<file path="config.mk">
export PLATFORM = sky130hd
export DESIGN_NAME = circular_list_engine
export DESIGN_NICKNAME = d
export VERILOG_FILES = /design/src/rtl/cle_pkg.sv /design/src/rtl/circular_list_engine.sv
export SDC_FILE = /design/constraint.sdc
export NUM_CORES = 2
export LEC_CHECK = 0
export ABC_AREA = 1
export CAP_MARGIN = 30
export CELL_PAD_IN_SITES_DETAIL_PLACEMENT = 0
export CELL_PAD_IN_SITES_GLOBAL_PLACEMENT = 1
export CORE_MARGIN = 2
export CORE_UTILIZATION = 50
export CTS_BUF_LIST = sky130_fd_sc_hd__clkbuf_4 sky130_fd_sc_hd__clkbuf_8 sky130_fd_sc_hd__clkbuf_16
export DETAILED_ROUTE_END_ITERATION = 16
export DONT_BUFFER_PORTS = 1
export PLACE_DENSITY_LB_ADDON = 0.1
export SYNTH_ARGS = -nofsm -noshare
export SYNTH_HDL_FRONTEND = slang
export SYNTH_SLANG_ARGS = --single-unit
</file>
<file path="constraint.sdc">
create_clock -name clk -period 15.9 [get_ports clk]
set_input_delay 0.795 -clock clk [delete_from_list [all_inputs] [get_ports clk]]
set_output_delay 0.795 -clock clk [all_outputs]
set_load 0.005 [all_outputs]
</file>
<file path="src/rtl/cle_pkg.sv">
package cle_pkg;

  localparam int VAL_W   = 32;
  localparam int SUM_W   = 37;
  localparam int COUNT_W = 6;

  typedef enum logic [2:0] {
    ACT_PUSH_FRONT   = 3'd0,
    ACT_INSERT_AFTER = 3'd1,
    ACT_PUSH_BACK    = 3'd2,
    ACT_POP_FRONT    = 3'd3,
    ACT_REMOVE_MATCH = 3'd4,
    ACT_POP_BACK     = 3'd5,
    ACT_FIND         = 3'd6,
    ACT_DUMP         = 3'd7
  } action_t;

  typedef enum logic [1:0] {
    ST_DONE      = 2'd0,
    ST_NOT_FOUND = 2'd1,
    ST_EMPTY     = 2'd2,
    ST_FULL      = 2'd3
  } status_t;

endpackage

</file>
<file path="src/rtl/circular_list_engine.sv">
// Circular singly linked list of signed 32-bit values held in a CAPACITY-node
// store. An item is taken when start is high and busy is low; results come back
// on strobe, one cycle each, and cannot be held off. Count and sum on the result
// ports are the values after the action. A push writes the node in S_PUSH and,
// when the list is not empty, links it in S_PUSH_LINK; an item turned away on
// entry (empty list, or a push to a full list) is answered from S_IDLE.
// Find, remove-match, insert-after and pop back walk the list one node per cycle
// through the single read port of the node store: a load step (S_LOAD), then
// S_WALK visits each node up to the match (or up to the tail, or all count nodes
// when nothing matches), then the link update in S_ACT and, for insert-after,
// S_LINK. Pop front matches at the first node. A dump gives one result per cycle
// after the load step. No clearing pass is needed after reset.
module circular_list_engine #(
  parameter int CAPACITY = 32
) (
  input  logic                                clk,
  input  logic                                rst,
  input  logic                                start,
  output logic                                busy,
  input  logic [2:0]                          action,
  input  logic signed [cle_pkg::VAL_W-1:0]    match_value,
  input  logic signed [cle_pkg::VAL_W-1:0]    new_value,
  output logic                                strobe,
  output logic [1:0]                          status,
  output logic signed [cle_pkg::VAL_W-1:0]    item,
  output logic [cle_pkg::COUNT_W-1:0]         count_now,
  output logic signed [cle_pkg::SUM_W-1:0]    sum_now,
  output logic                                last_of_run
);
  import cle_pkg::*;

  localparam int IW = $clog2(CAPACITY);
  localparam int CW = $clog2(CAPACITY + 1);
  localparam int EXT_W = SUM_W - VAL_W;

  typedef enum logic [2:0] {
    S_IDLE,
    S_PUSH,
    S_PUSH_LINK,
    S_LOAD,
    S_WALK,
    S_ACT,
    S_LINK
  } state_t;

  // node store
  logic [VAL_W-1:0] node_values [CAPACITY];
  logic [IW-1:0]    node_links  [CAPACITY];
  logic [VAL_W-1:0] rd_val;
  logic [IW-1:0]    rd_link;
  logic [IW-1:0]    raddr;
  logic             val_we, link_we;
  logic [IW-1:0]    val_wa, link_wa;
  logic [VAL_W-1:0] val_wd;
  logic [IW-1:0]    link_wd;

  // control and list registers
  state_t              state, state_next;
  action_t             op, op_next;
  logic [VAL_W-1:0]    mv, mv_next;
  logic [VAL_W-1:0]    nv, nv_next;
  logic [IW-1:0]       first, first_next;
  logic [IW-1:0]       last, last_next;
  logic [CW-1:0]       count, count_next;
  logic [SUM_W-1:0]    sum, sum_next;
  logic [CAPACITY-1:0] slot_free, slot_free_next;
  logic [IW-1:0]       cur, cur_next;
  logic [IW-1:0]       prev, prev_next;
  logic [IW-1:0]       tgt, tgt_next;
  logic [IW-1:0]       new_slot, new_slot_next;
  logic [CW-1:0]       n, n_next;

  // result registers
  logic             strobe_next;
  status_t          out_status, out_status_next;
  logic [VAL_W-1:0] out_item, out_item_next;
  logic             out_last, out_last_next;

  logic          full, empty, hit, at_end;
  logic [IW-1:0] free_idx;
  action_t       act_in;

  assign act_in = action_t'(action);
  assign full   = count >= CW'(CAPACITY);
  assign empty  = count == '0;
  assign at_end = (n + CW'(1)) >= count;
  assign hit    = (op == ACT_POP_FRONT || op == ACT_POP_BACK) ? (cur == tgt)
                                                              : (rd_val == mv);

  always_comb begin
    free_idx = '0;
    for (int i = CAPACITY - 1; i >= 0; i--) begin
      if (slot_free[i]) free_idx = IW'(i);
    end
  end

  always_comb begin
    state_next      = state;
    op_next         = op;
    mv_next         = mv;
    nv_next         = nv;
    first_next      = first;
    last_next       = last;
    count_next      = count;
    sum_next        = sum;
    slot_free_next  = slot_free;
    cur_next        = cur;
    prev_next       = prev;
    tgt_next        = tgt;
    new_slot_next   = new_slot;
    n_next          = n;
    strobe_next     = 1'b0;
    out_status_next = out_status;
    out_item_next   = out_item;
    out_last_next   = out_last;
    raddr           = cur;
    val_we          = 1'b0;
    val_wa          = new_slot;
    val_wd          = nv;
    link_we         = 1'b0;
    link_wa         = new_slot;
    link_wd         = new_slot;

    unique case (state)
      S_IDLE: begin
        if (start) begin
          op_next       = act_in;
          mv_next       = match_value;
          nv_next       = new_value;
          new_slot_next = free_idx;
          tgt_next      = (act_in == ACT_POP_FRONT) ? first : last;
          out_item_next = '0;
          out_last_next = 1'b1;
          if (act_in == ACT_PUSH_FRONT || act_in == ACT_PUSH_BACK) begin
            if (full) begin
              strobe_next     = 1'b1;
              out_status_next = ST_FULL;
            end else begin
              state_next = S_PUSH;
            end
          end else if (empty) begin
            strobe_next     = 1'b1;
            out_status_next = ST_EMPTY;
          end else begin
            state_next = S_LOAD;
          end
        end
      end

      S_PUSH: begin
        val_we  = 1'b1;
        link_we = 1'b1;
        link_wd = empty ? new_slot : first;
        slot_free_next[new_slot] = 1'b0;
        count_next = count + CW'(1);
        sum_next   = sum + {{EXT_W{nv[VAL_W-1]}}, nv};
        if (empty) begin
          first_next      = new_slot;
          last_next       = new_slot;
          strobe_next     = 1'b1;
          out_status_next = ST_DONE;
          state_next      = S_IDLE;
        end else begin
          state_next = S_PUSH_LINK;
        end
      end

      S_PUSH_LINK: begin
        link_we = 1'b1;
        link_wa = last;
        if (op == ACT_PUSH_FRONT) first_next = new_slot;
        else last_next = new_slot;
        strobe_next     = 1'b1;
        out_status_next = ST_DONE;
        state_next      = S_IDLE;
      end

      S_LOAD: begin
        raddr      = first;
        cur_next   = first;
        prev_next  = last;
        n_next     = '0;
        state_next = S_WALK;
      end

      S_WALK: begin
        if (op == ACT_DUMP) begin
          strobe_next     = 1'b1;
          out_status_next = ST_DONE;
          out_item_next   = rd_val;
          out_last_next   = at_end;
          if (at_end) begin
            state_next = S_IDLE;
          end else begin
            raddr     = rd_link;
            prev_next = cur;
            cur_next  = rd_link;
            n_next    = n + CW'(1);
          end
        end else if (hit) begin
          state_next = S_ACT;
        end else if (at_end) begin
          strobe_next     = 1'b1;
          out_status_next = ST_NOT_FOUND;
          state_next      = S_IDLE;
        end else begin
          raddr     = rd_link;
          prev_next = cur;
          cur_next  = rd_link;
          n_next    = n + CW'(1);
        end
      end

      S_ACT: begin
        priority if (op == ACT_FIND) begin
          strobe_next     = 1'b1;
          out_status_next = ST_DONE;
          out_item_next   = rd_val;
          state_next      = S_IDLE;
        end else if (op == ACT_INSERT_AFTER) begin
          if (full) begin
            strobe_next     = 1'b1;
            out_status_next = ST_FULL;
            state_next      = S_IDLE;
          end else begin
            val_we  = 1'b1;
            link_we = 1'b1;
            link_wd = rd_link;
            slot_free_next[new_slot] = 1'b0;
            count_next = count + CW'(1);
            sum_next   = sum + {{EXT_W{nv[VAL_W-1]}}, nv};
            state_next = S_LINK;
          end
        end else begin
          // removal of the node at cur, predecessor at prev
          if (count <= CW'(1)) begin
            first_next = '0;
            last_next  = '0;
          end else begin
            link_we = 1'b1;
            link_wa = prev;
            link_wd = rd_link;
            if (cur == first) first_next = rd_link;
            if (cur == last) last_next = prev;
          end
          slot_free_next[cur] = 1'b1;
          count_next      = count - CW'(1);
          sum_next        = sum - {{EXT_W{rd_val[VAL_W-1]}}, rd_val};
          strobe_next     = 1'b1;
          out_status_next = ST_DONE;
          out_item_next   = rd_val;
          state_next      = S_IDLE;
        end
      end

      S_LINK: begin
        link_we = 1'b1;
        link_wa = cur;
        if (cur == last) last_next = new_slot;
        strobe_next     = 1'b1;
        out_status_next = ST_DONE;
        state_next      = S_IDLE;
      end

      default: state_next = S_IDLE;
    endcase
  end

  always_ff @(posedge clk) begin
    if (val_we) node_values[val_wa] <= val_wd;
    rd_val <= node_values[raddr];
  end

  always_ff @(posedge clk) begin
    if (link_we) node_links[link_wa] <= link_wd;
    rd_link <= node_links[raddr];
  end

  always_ff @(posedge clk) begin
    if (rst) begin
      state     <= S_IDLE;
      first     <= '0;
      last      <= '0;
      count     <= '0;
      sum       <= '0;
      slot_free <= '1;
      strobe    <= 1'b0;
    end else begin
      state     <= state_next;
      first     <= first_next;
      last      <= last_next;
      count     <= count_next;
      sum       <= sum_next;
      slot_free <= slot_free_next;
      strobe    <= strobe_next;
    end
    op         <= op_next;
    mv         <= mv_next;
    nv         <= nv_next;
    cur        <= cur_next;
    prev       <= prev_next;
    tgt        <= tgt_next;
    new_slot   <= new_slot_next;
    n          <= n_next;
    out_status <= out_status_next;
    out_item   <= out_item_next;
    out_last   <= out_last_next;
  end

  assign busy        = state != S_IDLE;
  assign status      = out_status;
  assign item        = out_item;
  assign count_now   = COUNT_W'(count);
  assign sum_now     = sum;
  assign last_of_run = out_last;

endmodule
</file>
# [Word level (Yosys, flattened, before mapping)]
# Memory sizes are Yosys's and may differ from the RTL's. A register that Yosys moved wholly into a read port is not among the register bits.
# Cells that the tools add are included.
# Widths: inputs -> output; s select.
[classes] add_sub_neg=5 n_reduce_logical=31 n_shift=0 mul=0 n_mux=138 n_eq_ne=34 magnitude_cmp=7 div_mod_pow=0 n_bitwise=3
[op_table] cell="$mux 32" count=7
[op_table] cell="$mux 5" count=43
[op_table] cell="$mux 37" count=3
[op_table] cell="$pmux 32 s3" count=1
[op_table] cell="$pmux 37 s2" count=1
[op_table] cell="$pmux 32 s2" count=1
[op_table] cell="$mux 3" count=14
[op_table] cell="$add 37x37->37" count=1
[op_table] cell="$sub 37x37->37" count=1
[op_table] cell="$mux 6" count=6
[op_table] cell="$and 32x32->32" count=1
[op_table] cell="$eq 32x32->1" count=1
[op_table] cell="$mux 4" count=8
[op_table] cell="$not 32->32" count=1
[op_table] cell="$or 32x32->32" count=1
[op_table] cell="$pmux 5 s2" count=3
[op_table] cell="$pmux 5 s3" count=2
[op_table] cell="$ne 3x3->1 const B" count=9
[op_table] cell="$mux 2" count=13
[op_table] cell="$mux 1" count=25
[op_table] cell="$pmux 6 s2" count=2
[op_table] cell="$pmux 5 s4" count=1
[op_table] cell="$eq 3x3->1 const B" count=6
[op_table] cell="$ne 2x2->1 const B" count=8
[op_table] cell="other kinds (34)" count=59
[totals] latch_bits=0 n_memories=2 input_bits=70 ram_bits=1184 ff_bits=217 word_cells=242 mem_bits_ro=0
[mem_list] memory="node_values" depth=32 word_bits=32 rd=1 rd_ports_with_merged_regs=1 wr=1 line="circular_list_engine.sv:47" source="logic [VAL_W-1:0] node_values [CAPACITY];"
[mem_list] memory="node_links" depth=32 word_bits=5 rd=1 rd_ports_with_merged_regs=1 wr=1 line="circular_list_engine.sv:48" source="logic [IW-1:0] node_links [CAPACITY];"

# [Longest topological paths before layout]
[logic_depth] depth_word=31 ltp_mapped=31 ltp_nobuf=31

# [Worst setup path before layout]
# No wires, ideal clock.
[synth_timing] kind="register -> register" start="register op[1]" end="register slot_free[30]" setup_slack_ps=10876 arrival_ps=4716 stages_incl_launch_ff=10 required_ps=15592 n_path_buf=0 path_cell_list="edfxtp_1 -> or2_1 -> nor2_1 -> inv_1 -> nor2_1 -> inv_1 -> nor2_1 -> nor2_1 -> nor4_1 -> o221ai_1"
[synth_between] elab_chain_cells=4 elab_cells_between_ends=8 cone_classes="eq/ne: 4; mux: 3; reduce/logical: 1"
[synth_lines] element="start, declared" line="circular_list_engine.sv:59" source="action_t op, op_next;"
[synth_lines] element="start signal, assigned" line="circular_list_engine.sv:297" source="op <= op_next;"
[synth_lines] element="$eq 3x1->1" line="circular_list_engine.sv:220" source="end else if (op == ACT_INSERT_AFTER) begin"
[synth_lines] element="$mux 32" line="circular_list_engine.sv:220"
[synth_lines] element="$mux 32" line="circular_list_engine.sv:215" source="priority if (op == ACT_FIND) begin"
[synth_lines] element="$pmux 32 s2" line="circular_list_engine.sv:124" source="unique case (state)"
[synth_lines] element="end signal, assigned" line="circular_list_engine.sv:294" source="slot_free <= slot_free_next;"
[synth_lines] element="end, declared" line="circular_list_engine.sv:66" source="logic [CAPACITY-1:0] slot_free, slot_free_next;"
# Several ways; a longest one is shown, not always the timed one. The select of a mux whose other input is x is not followed.
# A chain may end at the register's enable or synchronous reset.

# [Final worst setup path]
[layout_timing] start="register n[0]" end="register rd_val[19], read port of node_values"
[layout_between] elab_chain_cells=6
[layout_lines] element="start, declared" line="circular_list_engine.sv:71" source="logic [CW-1:0] n, n_next;"
[layout_lines] element="start signal, assigned" line="circular_list_engine.sv:304" source="n <= n_next;"
[layout_lines] element="$add 6x1->6 *" line="circular_list_engine.sv:86" source="assign at_end = (n + CW'(1)) >= count;"
[layout_lines] element="$ge 6x6->1 *" line="circular_list_engine.sv:86"
[layout_lines] element="$mux 5 *" line="circular_list_engine.sv:192, circular_list_engine.sv:202"
[layout_lines] element="$mux 5" line="circular_list_engine.sv:200" source="end else if (hit) begin"
[layout_lines] element="$mux 5 *" line="circular_list_engine.sv:187" source="if (op == ACT_DUMP) begin"
[layout_lines] element="$pmux 5 s2 *" line="circular_list_engine.sv:124"
[layout_lines] element="end, declared" line="circular_list_engine.sv:49" source="logic [VAL_W-1:0] rd_val;"
# Mark *: on every way between the ends. The rest lies on a longest branch, timed or not.

==> results.toml <==
[worst_setup_path]
crit_buf_inv = 6
cp.required_ns = 16.63
cp-end-kind = "register"
cp_slowest_cell = "buf_4"
rr_endpoint = "rd_val[19]"
worst_ep_arrival_time_ns = 7.76
crit_top_cell = "nand2_1"
crit_start = "n[0]"
crit_family = "buffers and inverters"
timing.rr.start = "n[0]"
reg2regPathDepth = 27
r2r_setup_slack_ns = 8.87
path_class = "reg2reg"
critical_path.max_stage_delay_ns = 0.83
critPathLaunchType = "register"
worst-path-max-fanout = 137

[route]
ant_nets = 0
first_pass_iters = 6
drt_iter0_drc = 5720
vias_per_cell = 5.765
vias = 47140
wl_per_cell_um = 25.65
drc = 0
wirelength_um = 209800

[power_and_ir_drop]
vdd_drop_max_uv = 154.6
p_total_uw = 12340
p_per_area_nw_per_um2 = 171.1
p_leak_uw = 0.02819

[floorplan]
die-area_um2 = 133700
io_pins = 150
initial_core_util_pct = 50.44
die_h_um = 365.6
rows = 132
die_w_um = 365.6
core_area_um2 = 129600

[grt]
antenna_found_initial = 22
grt_max_degree = 230
grt_pass1_vias = 44380
grt_pass1_wl_um = 302700
grt_usage_pct = 31.18
overflow = 0

[timing]
max_freq_mhz = 142.2
period_needed_ns = 7.033
timing.setup.tns_ns = 0
slew_violations = 0
finalHoldWorstSlack_ns = 0.07485
min_period_over_period_pct = 44.24
tightest_slew_ns = 1.240
finClkSkew_ns = 0.02829
relSlewSlack_pct = 17.30
setup-violations-final = 0
rsz0062_at_grt = "false"
finalHoldViolCount = 0

[final_layout]
drive_gt1_share_pct = 6.890
final_common_cell = "nand2_1"
layout_common_cells = "1913 x nand2_1, 1307 x edfxtp_1, 758 x nand3_1"
final_nets = 6463
area_growth_syn_to_layout_pct = 10.34
instances_no_fill = 8177

[synthesis]
ys_seq_area_share_pct = 64.03
syn_inst = 6362
synth-seq-cells = 1438
ys_warn_count = 0
synth_edf_count = 1307
synthArstFlopShare_pct = 0
ys_types = 56
syn_avg_cell_area_um2 = 10.28
synth_top_flop_cell = "edfxtp_1"
syn_area_um2 = 65390
synth_nets = 6516

[run]
maxCapViolCount = 0

[place]
place_congestion = 0.9476
numPortBuffers = 0
dp.cells = 7891
dpl.hpwl_um = 113300

[status]
status = "finished clean"

[clock_tree]
path_clk_slew_ns = 0.06
cts.sinks = 1438
cts_buffer_depth = 3
h-tree-depth = 4
ctsResizeCount = 0
root_buffer = "clkbuf_16"
postCtsSetupRepairBufs = 0
postCtsHoldBufs = 0
cts_made_buffers = 155
clock_latency_ns = 0.80
cts_tree = "yes"

[hold_path]
min_to = "first[4]"
hold_depth = 1
min-delay-start = "rst"
hold_path.class = "in2reg"
[state kept, by name, indices dropped and copies added (netlist names), 6 cells and up]
signal and flops:
mv 32, count_now 6, n 6, sum_now 37, rd_val 32, node_links 160, slot_free 32, node_values 1024
nv 32, item 32
[synthesized netlist by cell type, types with 18 or more instances]
library cell,n,area share (%)
buf_4,33,0.38
buf_6,24,0.41
buf_2,120,0.92
buf_1,23,0.13
xnor2_1,26,0.35
nand2_1,1914,11
o221ai_1,32,0.43
edfxtp_1,1307,60
a21oi_1,158,1.2
nand3_1,759,5.8
xor2_1,22,0.29
o21ai_0,143,1.1
nand3b_1,224,2.6
nand4_1,18,0.17
a31oi_1,20,0.19
nor3_1,60,0.46
or2_2,22,0.21
o211ai_1,136,1.6
nor2_1,234,1.3
clkbuf_1,125,0.72
dfxtp_1,131,4.0
inv_1,602,3.5
ha_1,82,1.6
[worst reg2reg max path, cell delays in order, from the launching register on]
cell and delay [ns]:
edfxtp_1 0.44, ha_1 0.26, nand3_1 0.10, xor2_1 0.18
inv_1 0.06, ha_1 0.26, nand2_1 0.08, inv_1 0.06
nand2_1 0.05, o221a_2 0.18, nand2_1 0.16, inv_1 0.29
nand2_4 0.13, a21oi_1 0.17, o21ai_2 0.13, nand2_8 0.46
nand2_8 0.80, inv_8 0.79, buf_4 0.84, buf_4 0.74
nand2_1 0.16, nand2_1 0.10, nand2_1 0.05, nand3_1 0.12
nand3_1 0.07, nand2_1 0.11, nand2_1 0.07, nand2_1 0.10
[how the worst max path moves through the flow]
stage,end,slack (ns),cells past startpoint
final,rd_val[19],8.87,27
after global routing,rd_val[5],8.31,27
after CTS,rd_val[19],8.83,27
after detailed placement,rd_val[19],8.85,27
after global placement,rd_val[19],8.96,27
after floorplan,slot_free[30],10.88,9
[through the flow]
stage	instance area, um2	setup WS, ns	util [%]
after floorplan	65390	10.88	-
after global placement	67050	8.964	51.71
after detailed placement	67160	8.850	51.80
after CTS	72060	8.829	55.58
after global routing	72140	8.313	55.65
final	72150	8.867	55.65
[area by class of cell]
type | instances | area (um2)
inverter | 610 | 2312
sequential | 1438 | 41870
antenna | 5 | 12.51
clock buffer | 204 | 4317
fill | 11220 | 57500
clock inverter | 74 | 581.8
tap | 1742 | 2180
multi-input combinational | 3987 | 19830
timing repair buffer | 117 | 1046
[metal layers]
metal | wire, um | vias to the layer above | part of all wire (%) | GRT usage, %
li1 | - | 21760 | - | -
met3 | 19410 | 366 | 9.3 | 6.117
met4 | 5985 | 14 | 2.9 | 9.086
met1 | 89590 | 22860 | 43 | 43.88
met2 | 94660 | 2141 | 45 | 49.18
met5 | 102 | - | 0.049 | 0
[power breakdown]
part           total (uW)  leakage (uW)  internal [uW]  switching, uW
logic                4200        0.0128           1130           3070
clock network        3530       0.00247           2040           1500
registers            4610        0.0129           4400            208
total               12300        0.0282           7570           4770
[cells by family (layout without fill, tap and decap cells)]
group                      after synthesis  count (layout)  share of synthesized area (%)
and+or+nand+nor                       3256            3256                          21.82
buffers and inverters                  937            1005                          6.108
AOI/OAI and AO/OA                      599             599                          5.773
adders and majority gates               84              84                          1.630
DFF                                   1438            1438                          64.03
other                                    0               5                              0
xor gates and xnor gates                48              48                         0.6429
No activity file was read; power rests on OpenSTA's default activity.
